`src/hdl/banker_safety_check_top_assert.svh`:
```
// ----------------------------------------------------------------------------
// banker safety check assertion macros
// shared property forms, sampled on clock and held off during reset
// ----------------------------------------------------------------------------
`ifndef BANKER_SAFETY_CHECK_TOP_ASSERT_SVH
`define BANKER_SAFETY_CHECK_TOP_ASSERT_SVH

// consequent must hold in the same cycle as the antecedent
`define BSC_ASSERT_NOW(lbl, ante, cons) \
   lbl: assert property (@(posedge clock) disable iff (reset) (ante) |-> (cons)) \
      else $error("banker safety check assertion failed");

// consequent must hold in the cycle after the antecedent
`define BSC_ASSERT_NEXT(lbl, ante, cons) \
   lbl: assert property (@(posedge clock) disable iff (reset) (ante) |=> (cons)) \
      else $error("banker safety check assertion failed");

`endif

```
`src/hdl/bsc_pkg.sv`:
```
// ----------------------------------------------------------------------------
// bsc_pkg
// request codes, csr indexes, microcode steps, control word layout and the
// program of the safety check
// ----------------------------------------------------------------------------
package bsc_pkg;

   typedef enum logic [1:0] {
      OP_LOAD_TOTAL,
      OP_LOAD_ALLOC,
      OP_CHECK,
      OP_NONE
   } op_type;

   localparam logic CSR_PROCESS_COUNT  = 1'b0;
   localparam logic CSR_RESOURCE_COUNT = 1'b1;

   typedef enum logic [3:0] {
      S_INIT,
      S_SUM_R,
      S_SUM_RD,
      S_SUM_ACC,
      S_SUM_WR,
      S_SWEEP,
      S_PROC,
      S_PROC_DONE,
      S_FIT_RD,
      S_FIT_CMP,
      S_TAKE,
      S_ADD_RD,
      S_ADD,
      S_NEXT_P,
      S_SWEEP_END,
      S_FINISH
   } step_type;

   typedef enum logic [2:0] {
      C_NEVER,
      C_R_END,
      C_P_END,
      C_DONE,
      C_MISFIT,
      C_PROGRESS
   } cond_type;

   typedef struct packed {
      cond_type cond;
      step_type t_next;
      step_type f_next;
      logic     init;
      logic     acc_load;
      logic     acc_sub;
      logic     work_from_acc;
      logic     work_add;
      logic     r_clear;
      logic     r_inc;
      logic     p_clear;
      logic     p_inc;
      logic     progress_clear;
      logic     take;
      logic     finish;
   } ctrl_type;

   typedef struct packed {
      logic r_end;
      logic p_end;
      logic done;
      logic misfit;
      logic progress;
   } flags_type;

   // control store: cond true goes to t_next, otherwise to f_next
   function automatic ctrl_type ucode(input step_type s);
      ctrl_type w;
      w = '0;
      case (s)
         S_INIT: begin
            w.init    = 1'b1;
            w.r_clear = 1'b1;
            w.f_next  = S_SUM_R;
         end
         S_SUM_R: begin
            w.acc_load = 1'b1;
            w.p_clear  = 1'b1;
            w.cond     = C_R_END;
            w.t_next   = S_SWEEP;
            w.f_next   = S_SUM_RD;
         end
         S_SUM_RD: begin
            w.cond   = C_P_END;
            w.t_next = S_SUM_WR;
            w.f_next = S_SUM_ACC;
         end
         S_SUM_ACC: begin
            w.acc_sub = 1'b1;
            w.p_inc   = 1'b1;
            w.f_next  = S_SUM_RD;
         end
         S_SUM_WR: begin
            w.work_from_acc = 1'b1;
            w.r_inc         = 1'b1;
            w.f_next        = S_SUM_R;
         end
         S_SWEEP: begin
            w.progress_clear = 1'b1;
            w.p_clear        = 1'b1;
            w.f_next         = S_PROC;
         end
         S_PROC: begin
            w.cond   = C_P_END;
            w.t_next = S_SWEEP_END;
            w.f_next = S_PROC_DONE;
         end
         S_PROC_DONE: begin
            w.r_clear = 1'b1;
            w.cond    = C_DONE;
            w.t_next  = S_NEXT_P;
            w.f_next  = S_FIT_RD;
         end
         S_FIT_RD: begin
            w.cond   = C_R_END;
            w.t_next = S_TAKE;
            w.f_next = S_FIT_CMP;
         end
         S_FIT_CMP: begin
            w.r_inc  = 1'b1;
            w.cond   = C_MISFIT;
            w.t_next = S_NEXT_P;
            w.f_next = S_FIT_RD;
         end
         S_TAKE: begin
            w.take    = 1'b1;
            w.r_clear = 1'b1;
            w.f_next  = S_ADD_RD;
         end
         S_ADD_RD: begin
            w.cond   = C_R_END;
            w.t_next = S_NEXT_P;
            w.f_next = S_ADD;
         end
         S_ADD: begin
            w.work_add = 1'b1;
            w.r_inc    = 1'b1;
            w.f_next   = S_ADD_RD;
         end
         S_NEXT_P: begin
            w.p_inc  = 1'b1;
            w.f_next = S_PROC;
         end
         S_SWEEP_END: begin
            w.cond   = C_PROGRESS;
            w.t_next = S_SWEEP;
            w.f_next = S_FINISH;
         end
         S_FINISH: begin
            w.finish = 1'b1;
         end
         default: begin
            w.finish = 1'b1;
         end
      endcase
      return w;
   endfunction

endpackage

```
`src/hdl/bsc_ram.sv`:
```
// ----------------------------------------------------------------------------
// bsc_ram
// generic one-write one-read ram with registered read data
// ----------------------------------------------------------------------------
module bsc_ram #(
   parameter int WIDTH = 16,
   parameter int DEPTH = 128,
   localparam int AW = (DEPTH > 1) ? $clog2(DEPTH) : 1
) (
   input  logic             clock,
   input  logic             wr_en,
   input  logic [AW-1:0]    wr_addr,
   input  logic [WIDTH-1:0] wr_data,
   input  logic [AW-1:0]    rd_addr,
   output logic [WIDTH-1:0] rd_data
);

   logic [WIDTH-1:0] mem_ff [DEPTH];
   logic [WIDTH-1:0] rd_data_ff;

   always_ff @(posedge clock) begin
      if (wr_en) begin
         mem_ff[wr_addr] <= wr_data;
      end
      rd_data_ff <= mem_ff[rd_addr];
   end

   assign rd_data = rd_data_ff;

endmodule

```
`src/hdl/bsc_seq.sv`:
```
// ----------------------------------------------------------------------------
// bsc_seq
// step counter over the control store, with conditional branch selection
// ----------------------------------------------------------------------------
module bsc_seq (
   input  logic                clock,
   input  logic                reset,
   input  logic                start_check,
   input  bsc_pkg::flags_type  flags,
   output bsc_pkg::ctrl_type   ctrl,
   output logic                busy
);

   bsc_pkg::step_type upc_ff, upc_in;
   logic              busy_ff, busy_in;
   bsc_pkg::ctrl_type word_w;
   logic              cond_w;

   always_comb begin
      word_w = bsc_pkg::ucode(upc_ff);
      case (word_w.cond)
         bsc_pkg::C_NEVER:    cond_w = 1'b0;
         bsc_pkg::C_R_END:    cond_w = flags.r_end;
         bsc_pkg::C_P_END:    cond_w = flags.p_end;
         bsc_pkg::C_DONE:     cond_w = flags.done;
         bsc_pkg::C_MISFIT:   cond_w = flags.misfit;
         bsc_pkg::C_PROGRESS: cond_w = flags.progress;
         default:             cond_w = 1'b0;
      endcase

      upc_in  = upc_ff;
      busy_in = busy_ff;
      if (!busy_ff) begin
         if (start_check) begin
            busy_in = 1'b1;
            upc_in  = bsc_pkg::S_INIT;
         end
      end else if (word_w.finish) begin
         busy_in = 1'b0;
      end else begin
         upc_in = cond_w ? word_w.t_next : word_w.f_next;
      end
   end

   always_ff @(posedge clock) begin
      if (reset) begin
         busy_ff <= 1'b0;
         upc_ff  <= bsc_pkg::S_INIT;
      end else begin
         busy_ff <= busy_in;
         upc_ff  <= upc_in;
      end
   end

   assign ctrl = busy_ff ? word_w : '0;
   assign busy = busy_ff;

endmodule

```
`src/hdl/banker_safety_check_top.sv`:
```
// ----------------------------------------------------------------------------
// banker_safety_check_top
// deadlock-avoidance safety check over stored allocation and need tables
// ----------------------------------------------------------------------------
// usage:
//   a request word is taken when start is high and busy is low. op 0 loads a
//   resource total, op 1 loads one allocation and claim (need = claim - alloc),
//   op 2 runs the check, op 3 does nothing. loads give no response; busy stays
//   low so loads may follow every cycle.
//   a check raises busy and steps a microcoded sequencer over the stores,
//   which sit in rams with one registered read port. it first sums the free
//   units of each resource (total minus every allocation), then sweeps the
//   processes: each one not yet done is tested against the free units, and
//   one that fits is marked done and gives its allocation back. sweeps repeat
//   while one of them finishes somebody; number of sweeps is data dependent.
//   each finished process goes out as one response word, one cycle wide on
//   rsp_strobe; a word is held back until the next finish, so the final one
//   carries rsp_last and rsp_is_safe. if nobody finishes one word with
//   rsp_has_process low is sent. busy drops with the last word.
//   the receiver cannot stall; words are never held off.
//   csr index 0 is process_count, index 1 is resource_count. the user must
//   make writes only while idle; the block does not enforce it. reset restores
//   the counts, clears totals and the done flags; the rams need no clearing pass.
// ----------------------------------------------------------------------------
`include "banker_safety_check_top_assert.svh"

module banker_safety_check_top #(
   parameter int MAX_PROCS = 16,
   parameter int MAX_RES   = 8
) (
   input  logic        clock,
   input  logic        reset,
   input  logic        start,
   output logic        busy,
   input  logic [1:0]  req_op,
   input  logic [3:0]  req_process_index,
   input  logic [2:0]  req_resource_index,
   input  logic [15:0] req_amount_a,
   input  logic [15:0] req_amount_b,
   output logic        rsp_strobe,
   output logic [3:0]  rsp_finished_process,
   output logic        rsp_has_process,
   output logic        rsp_is_safe,
   output logic        rsp_last,
   input  logic        csr_write_enable,
   input  logic        csr_index,
   input  logic [4:0]  csr_write_data
);

   localparam int PW    = (MAX_PROCS > 1) ? $clog2(MAX_PROCS) : 1;
   localparam int PCW   = $clog2(MAX_PROCS + 1);
   localparam int RW    = (MAX_RES > 1) ? $clog2(MAX_RES) : 1;
   localparam int RCW   = $clog2(MAX_RES + 1);
   localparam int DEPTH = MAX_PROCS * MAX_RES;
   localparam int AW    = (DEPTH > 1) ? $clog2(DEPTH) : 1;

   // configuration
   logic [4:0] proc_count_ff, proc_count_in;
   logic [3:0] res_count_ff, res_count_in;

   // datapath state
   logic        [15:0] total_ff [MAX_RES];
   logic        [15:0] total_in [MAX_RES];
   logic signed [23:0] work_ff  [MAX_RES];
   logic signed [23:0] work_in  [MAX_RES];
   logic [MAX_PROCS-1:0] done_ff, done_in;
   logic signed [23:0] acc_ff, acc_in;
   logic [PCW-1:0]     p_ff, p_in;
   logic [RCW-1:0]     r_ff, r_in;
   logic               progress_ff, progress_in;
   logic [PCW-1:0]     fin_cnt_ff, fin_cnt_in;
   logic               pend_valid_ff, pend_valid_in;
   logic [3:0]         pend_proc_ff, pend_proc_in;

   // response registers
   logic       rsp_strobe_ff, rsp_strobe_in;
   logic [3:0] rsp_proc_ff, rsp_proc_in;
   logic       rsp_has_process_ff, rsp_has_process_in;
   logic       rsp_is_safe_ff, rsp_is_safe_in;
   logic       rsp_last_ff, rsp_last_in;

   logic               busy_w;
   logic               accept_w;
   logic               load_ok_w;
   logic               ram_we_w;
   logic [AW-1:0]      wr_addr_w;
   logic [AW-1:0]      rd_addr_w;
   logic [15:0]        alloc_rdata_w;
   logic [16:0]        need_wdata_w;
   logic [16:0]        need_rdata_w;
   logic [PCW-1:0]     np_w;
   logic [RCW-1:0]     nr_w;
   logic [PW-1:0]      p_idx_w;
   logic [RW-1:0]      r_idx_w;
   logic signed [23:0] work_r_w;
   logic signed [23:0] need_ext_w;
   logic signed [23:0] alloc_ext_w;
   bsc_pkg::ctrl_type  ctrl_w;
   bsc_pkg::flags_type flags_w;

   // counts above the store size are clamped
   assign np_w = ({3'b0, proc_count_ff} > 8'(MAX_PROCS)) ? PCW'(MAX_PROCS)
                                                         : PCW'(proc_count_ff);
   assign nr_w = ({4'b0, res_count_ff} > 8'(MAX_RES)) ? RCW'(MAX_RES)
                                                      : RCW'(res_count_ff);

   assign accept_w  = start && !busy_w;
   assign load_ok_w = (32'(req_process_index) < MAX_PROCS) &&
                      (32'(req_resource_index) < MAX_RES);
   assign ram_we_w  = accept_w && (req_op == bsc_pkg::OP_LOAD_ALLOC) && load_ok_w;
   assign wr_addr_w = AW'(int'(req_process_index) * MAX_RES + int'(req_resource_index));
   assign need_wdata_w = {1'b0, req_amount_b} - {1'b0, req_amount_a};

   assign p_idx_w   = p_ff[PW-1:0];
   assign r_idx_w   = r_ff[RW-1:0];
   assign rd_addr_w = AW'(int'(p_idx_w) * MAX_RES + int'(r_idx_w));

   assign work_r_w    = work_ff[r_idx_w];
   assign need_ext_w  = {{7{need_rdata_w[16]}}, need_rdata_w};
   assign alloc_ext_w = {8'b0, alloc_rdata_w};

   assign flags_w.r_end    = (r_ff == nr_w);
   assign flags_w.p_end    = (p_ff == np_w);
   assign flags_w.done     = done_ff[p_idx_w];
   assign flags_w.misfit   = (need_ext_w > work_r_w);
   assign flags_w.progress = progress_ff;

   bsc_ram #(
      .WIDTH (16),
      .DEPTH (DEPTH)
   ) u_alloc_ram (
      .clock   (clock),
      .wr_en   (ram_we_w),
      .wr_addr (wr_addr_w),
      .wr_data (req_amount_a),
      .rd_addr (rd_addr_w),
      .rd_data (alloc_rdata_w)
   );

   bsc_ram #(
      .WIDTH (17),
      .DEPTH (DEPTH)
   ) u_need_ram (
      .clock   (clock),
      .wr_en   (ram_we_w),
      .wr_addr (wr_addr_w),
      .wr_data (need_wdata_w),
      .rd_addr (rd_addr_w),
      .rd_data (need_rdata_w)
   );

   bsc_seq u_seq (
      .clock       (clock),
      .reset       (reset),
      .start_check (accept_w && (req_op == bsc_pkg::OP_CHECK)),
      .flags       (flags_w),
      .ctrl        (ctrl_w),
      .busy        (busy_w)
   );

   always_comb begin
      proc_count_in      = proc_count_ff;
      res_count_in       = res_count_ff;
      total_in           = total_ff;
      work_in            = work_ff;
      done_in            = done_ff;
      acc_in             = acc_ff;
      p_in               = p_ff;
      r_in               = r_ff;
      progress_in        = progress_ff;
      fin_cnt_in         = fin_cnt_ff;
      pend_valid_in      = pend_valid_ff;
      pend_proc_in       = pend_proc_ff;
      rsp_strobe_in      = 1'b0;
      rsp_proc_in        = rsp_proc_ff;
      rsp_has_process_in = rsp_has_process_ff;
      rsp_is_safe_in     = rsp_is_safe_ff;
      rsp_last_in        = rsp_last_ff;

      if (csr_write_enable) begin
         case (csr_index)
            bsc_pkg::CSR_PROCESS_COUNT:  proc_count_in = csr_write_data;
            bsc_pkg::CSR_RESOURCE_COUNT: res_count_in  = csr_write_data[3:0];
            default:                     proc_count_in = proc_count_ff;
         endcase
      end

      if (accept_w && (req_op == bsc_pkg::OP_LOAD_TOTAL) &&
          (32'(req_resource_index) < MAX_RES)) begin
         total_in[RW'(req_resource_index)] = req_amount_a;
      end

      if (ctrl_w.init) begin
         done_in       = '0;
         fin_cnt_in    = '0;
         pend_valid_in = 1'b0;
      end
      if (ctrl_w.r_clear) begin
         r_in = '0;
      end
      if (ctrl_w.r_inc) begin
         r_in = r_ff + 1'b1;
      end
      if (ctrl_w.p_clear) begin
         p_in = '0;
      end
      if (ctrl_w.p_inc) begin
         p_in = p_ff + 1'b1;
      end
      if (ctrl_w.acc_load) begin
         acc_in = {8'b0, total_ff[r_idx_w]};
      end
      if (ctrl_w.acc_sub) begin
         acc_in = acc_ff - alloc_ext_w;
      end
      if (ctrl_w.work_from_acc) begin
         work_in[r_idx_w] = acc_ff;
      end
      if (ctrl_w.work_add) begin
         work_in[r_idx_w] = work_r_w + alloc_ext_w;
      end
      if (ctrl_w.progress_clear) begin
         progress_in = 1'b0;
      end

      // a finish pushes out the word held from the previous finish
      if (ctrl_w.take) begin
         progress_in      = 1'b1;
         done_in[p_idx_w] = 1'b1;
         fin_cnt_in       = fin_cnt_ff + 1'b1;
         pend_valid_in    = 1'b1;
         pend_proc_in     = 4'(p_ff);
         if (pend_valid_ff) begin
            rsp_strobe_in      = 1'b1;
            rsp_proc_in        = pend_proc_ff;
            rsp_has_process_in = 1'b1;
            rsp_is_safe_in     = 1'b0;
            rsp_last_in        = 1'b0;
         end
      end

      if (ctrl_w.finish) begin
         rsp_strobe_in      = 1'b1;
         rsp_proc_in        = pend_valid_ff ? pend_proc_ff : 4'd0;
         rsp_has_process_in = pend_valid_ff;
         rsp_is_safe_in     = (fin_cnt_ff == np_w);
         rsp_last_in        = 1'b1;
      end
   end

   always_ff @(posedge clock) begin
      if (reset) begin
         proc_count_ff <= 5'd16;
         res_count_ff  <= 4'd8;
         total_ff      <= '{default: '0};
         work_ff       <= '{default: '0};
         done_ff       <= '0;
         progress_ff   <= 1'b0;
         fin_cnt_ff    <= '0;
         pend_valid_ff <= 1'b0;
         p_ff          <= '0;
         r_ff          <= '0;
         rsp_strobe_ff <= 1'b0;
      end else begin
         proc_count_ff <= proc_count_in;
         res_count_ff  <= res_count_in;
         total_ff      <= total_in;
         work_ff       <= work_in;
         done_ff       <= done_in;
         progress_ff   <= progress_in;
         fin_cnt_ff    <= fin_cnt_in;
         pend_valid_ff <= pend_valid_in;
         p_ff          <= p_in;
         r_ff          <= r_in;
         rsp_strobe_ff <= rsp_strobe_in;
      end
   end

   always_ff @(posedge clock) begin
      acc_ff             <= acc_in;
      pend_proc_ff       <= pend_proc_in;
      rsp_proc_ff        <= rsp_proc_in;
      rsp_has_process_ff <= rsp_has_process_in;
      rsp_is_safe_ff     <= rsp_is_safe_in;
      rsp_last_ff        <= rsp_last_in;
   end

   assign busy                 = busy_w;
   assign rsp_strobe           = rsp_strobe_ff;
   assign rsp_finished_process = rsp_proc_ff;
   assign rsp_has_process      = rsp_has_process_ff;
   assign rsp_is_safe          = rsp_is_safe_ff;
   assign rsp_last             = rsp_last_ff;

   `BSC_ASSERT_NOW(a_safe_only_on_last, rsp_strobe_ff && rsp_is_safe_ff, rsp_last_ff)
   `BSC_ASSERT_NOW(a_empty_only_on_last, rsp_strobe_ff && !rsp_has_process_ff, rsp_last_ff)
   `BSC_ASSERT_NOW(a_last_ends_check, rsp_strobe_ff && rsp_last_ff, !busy_w)
   `BSC_ASSERT_NEXT(a_held_word_goes_out, ctrl_w.take && pend_valid_ff, rsp_strobe_ff && rsp_has_process_ff && !rsp_last_ff)

endmodule

```
`config.mk`:
```
export PLATFORM = sky130hd
export DESIGN_NAME = banker_safety_check_top
export DESIGN_NICKNAME = d
export VERILOG_FILES = /design/src/hdl/bsc_pkg.sv /design/src/hdl/bsc_ram.sv /design/src/hdl/bsc_seq.sv /design/src/hdl/banker_safety_check_top.sv
export VERILOG_INCLUDE_DIRS = /design/src /design/src/hdl
export SDC_FILE = /design/constraint.sdc
export NUM_CORES = 2
export LEC_CHECK = 0
export BUFFER_PORTS_ARGS = -buffer_cell sky130_fd_sc_hd__buf_2
export CORE_MARGIN = 1.5
export CORE_UTILIZATION = 30
export CTS_BUF_LIST = sky130_fd_sc_hd__clkbuf_8
export DETAILED_ROUTE_END_ITERATION = 16
export SYNTH_ARGS = -nofsm -noshare
export SYNTH_HDL_FRONTEND = slang
export SYNTH_MEMORY_MAX_BITS = 65536
export SYNTH_SLANG_ARGS = --single-unit
```
`constraint.sdc`:
```
create_clock -name clock -period 21.7 [get_ports clock]
set_clock_uncertainty 0.15 [all_clocks]
set_input_delay 3.255 -clock clock [delete_from_list [all_inputs] [get_ports clock]]
set_output_delay 3.255 -clock clock [all_outputs]
set_load 0.01 [all_outputs]
```
==> results.toml <==
[worst_setup_path]
r2r_end = "u_need_ram.rd_data[8]"
rrSetupSlack_ns = 15.06
crit_chain = "buf_6 > fa_1 > nor2b_1 > o21ai_0 > a21oi_1 > o211ai_1 > a31oi_1 > a21o_1 > a21oi_1 > xnor2_2 > buf_4 > buf_4"
worst-path-buf-inv = 3
cp_top_family = "compound AO/OA/AOI/OAI gates"
cpPeakStageDelay_ns = 0.83
worstSetupPathType = "in2reg"
arrival_ns = 7.79
worstPathRequired_ns = 22.47
ff2ff_path_depth = 13
slowest_stage = "buf_4"
r2r_start = "r_ff[2]"
critPathLaunchType = "input port"
worstPathMaxFanout = 88
worstSetupEndpointType = "flip-flop"

[synthesis]
yosysTopAreaCell = "edfxtp_1"
synth_top_cell_area_share_pct = 71.2
synthArstFlopShare_pct = 0
synth_common_cells = "edfxtp_1, a22oi_1, a21oi_1, nand2_1, nor2_1"
synthCells = 11400
ys_seq_area_share_pct = 75.7
synth_edf_count = 4258
netlist_top_cells_area = "edfxtp_1, a22oi_1, dfxtp_1"
ys_warn_count = 0
netlist_area_sq_um = 180000
avgSynthCellArea_sq_um = 15.7
syn_nets = 11600
yosys_most_used_dff = "edfxtp_1"
synth-seq-cells = 4659
synth_most_common_cell = "edfxtp_1"
yosysUniqueCellTypes = 95

[place]
hpwl_microns = 346000
dp_cells = 18900
portBuffers = 59
place_congestion = 0.889

[sta]
finalHoldViolCount = 0
fmax_mhz = 142
fin_crit_ns = 7.02
finalMaxSlewViolations = 0
worst_pin_slew_ns = 1.43
setup_tns_ns = 0
relSlewSlack_pct = 3.39
rsz0062_at_grt = "no"
whs_ns = 0.288
finalCritPeriodShare_pct = 32.4
setup_viol = 0

[floorplanning]
start_util_pct = 30.2
top_level_ports = 60
die_h_microns = 777
rows = 283
core-area_sq_um = 595000
die_width_microns = 777
dieArea_sq_um = 603000

[power]
power_density_nw_per_um2 = 85.5
leakagePower_uw = 0.0625
clockPowerShare_pct = 39.8
p_int_uw = 13500
p_switching_uw = 3980
total_power_uw = 17500
p_comb_share_pct = 2.9
p_sw_share_pct = 22.8
p_seq_share_pct = 57.3
ir_drop_v = 0.0000641

[clocking]
clockBufferDepth = 4
cts-htree-levels = 6
cts_tree = "built"
path_clk_slew_ns = 0.06
post_cts_buffers = 0
clkSinkCount = 4659
numCtsBuffers = 736
cts_resized = 0
cts-root-buf = "clkbuf_8"
clk_latency_ns = 1.34
cts_hold_buffers = 0

[job]
cap_viol_max_count = 0

[global_routing]
grt_usage_pct = 19.3
grt_max_degree = 117
grt-ovfl-total = 0
antenna_found_initial = 60
grt_pass1_wl_microns = 844000
busiest_layer = "met2"
grt_use_met3_pct = 4.31
met2_usage_pct = 29.2
grt_pass1_vias = 108000
use_met1_pct = 26.5

[status]
outcome = "complete, no violations"

[detailed_routing]
vias = 115000
drtAntennaViolNets = 0
drt-wirelength-per-cell_microns = 30.2
viasPerCell = 5.66
wl_microns = 611000
dr.pass1.iters = 6
first_iter_violations = 17400
drc = 0

[cells_and_area]
drive_gt1_share_pct = 14.3
final_nets = 11900
fin_cells = 20200
area_growth_syn_to_layout_pct = 13.8
utilization_pct = 34.3

[hold_path]
worstHoldStart = "rsp_last"
min_to = "rsp_last"
hold_depth = 2
min_path_type = "reg2reg"
metrics by stage:
step	area [sq um]	setup WS (ns)
2_1_floorplan	180000	12.00
3_3_place_gp	191000	13.42
3_5_place_dp	191000	13.55
4_1_cts	204000	14.91
5_1_grt	204000	14.55
6_report	204000	14.68
layer usage:
layer,wire (microns),vias up
met4,29100,28
met2,270000,7573
li1,-,47000
met5,181,-
met1,240000,58800
met3,71800,1174
kinds of logic (layout without fill, tap and decap cells):
family / after synthesis / in the layout / synth area share, %
compound gates: 3360 / 3360 / 13.2
xor+xnor: 58 / 58 / 0.298
fa+ha+maj: 81 / 81 / 0.577
buf+inv: 928 / 1882 / 2.30
flops: 4659 / 4659 / 75.7
mux: 421 / 421 / 3.03
other cells: 0 / 30 / 0
simple gates: 1911 / 1911 / 4.89
worst reg2reg max path, cell delays in order (launching register included):
cell and delay (ns):
dfxtp_4 0.59, buf_4 0.50, and3b_4 0.58, buf_4 0.65, buf_12 0.56, buf_4 0.77
buf_4 0.58, a22o_1 0.22, a221oi_1 0.05, nand4_1 0.14, o211ai_1 0.27, o311ai_0 0.43
o211ai_1 0.71, o21ai_1 0.34
area by class of cell:
cell class	instances	area, sq um
flip-flops and latches	4659	136000
well taps	7837	9810
fillers	56600	391000
clock buffers	775	10700
inverters	74	300
multi-input cells	5831	40800
repair buffers	489	3840
diodes	30	75.1
clock inverters	544	2820
registers in the layout, indices dropped and copies added (netlist names), 4 cells and up:
signal                cells
u_need_ram.mem_ff      2176
u_alloc_ram.mem_ff     2048
work_ff                 192
total_ff                128
acc_ff                   24
u_need_ram.rd_data       17
done_ff                  16
u_alloc_ram.rd_data      16
fin_cnt_ff                5
p_ff                      5
proc_count_ff             5
pend_proc_ff              4
r_ff                      4
res_count_ff              4
rsp_finished_process      4
u_seq.upc_ff              4
placed cells by master (no fill, tap or decap), types with 133 or more instances in the layout:
cell,netlist,routed
edfxtp_1,4258,4258
a22oi_1,1263,1263
clkbuf_8,0,775
a21oi_1,649,649
nand2_1,600,590
nor2_1,564,426
buf_4,52,411
dfxtp_1,401,394
inv_1,70,373
o21ai_0,344,333
nand3_1,262,260
mux2i_1,256,256
a211oi_1,224,224
nand4_1,216,216
a221oi_1,194,194
a22o_1,140,140
nor2_4,0,133
worst max-delay path by stage:
stage / startpoint / end / slack [ns] / depth (start not counted)
after floorplan: req_amount_a[1] / u_need_ram.mem_ff[0][15] / 12.00 / 11
after global placement: req_amount_a[1] / u_need_ram.mem_ff[90][14] / 13.42 / 12
after detailed placement: req_amount_a[4] / u_need_ram.mem_ff[88][14] / 13.55 / 11
after CTS: req_amount_a[4] / u_need_ram.mem_ff[54][14] / 14.91 / 11
after global routing: req_amount_a[1] / u_need_ram.mem_ff[65][14] / 14.55 / 12
final: req_amount_a[1] / u_need_ram.mem_ff[115][14] / 14.68 / 12
power groups by stage:
| stage | clock, uW | combinational, uW | sequential [uW] |
|---|---|---|---|
| 4_1_cts | 7020 | 489 | 10000 |
| 5_1_grt | 7390 | 515 | 10000 |
| 3_3_place_gp | 0 | 477 | 10200 |
| 3_5_place_dp | 0 | 490 | 10200 |
| 6_report | 6960 | 501 | 10000 |
| 2_1_floorplan | 0 | 169 | 10200 |
No activity file was read; power rests on OpenSTA's default activity.
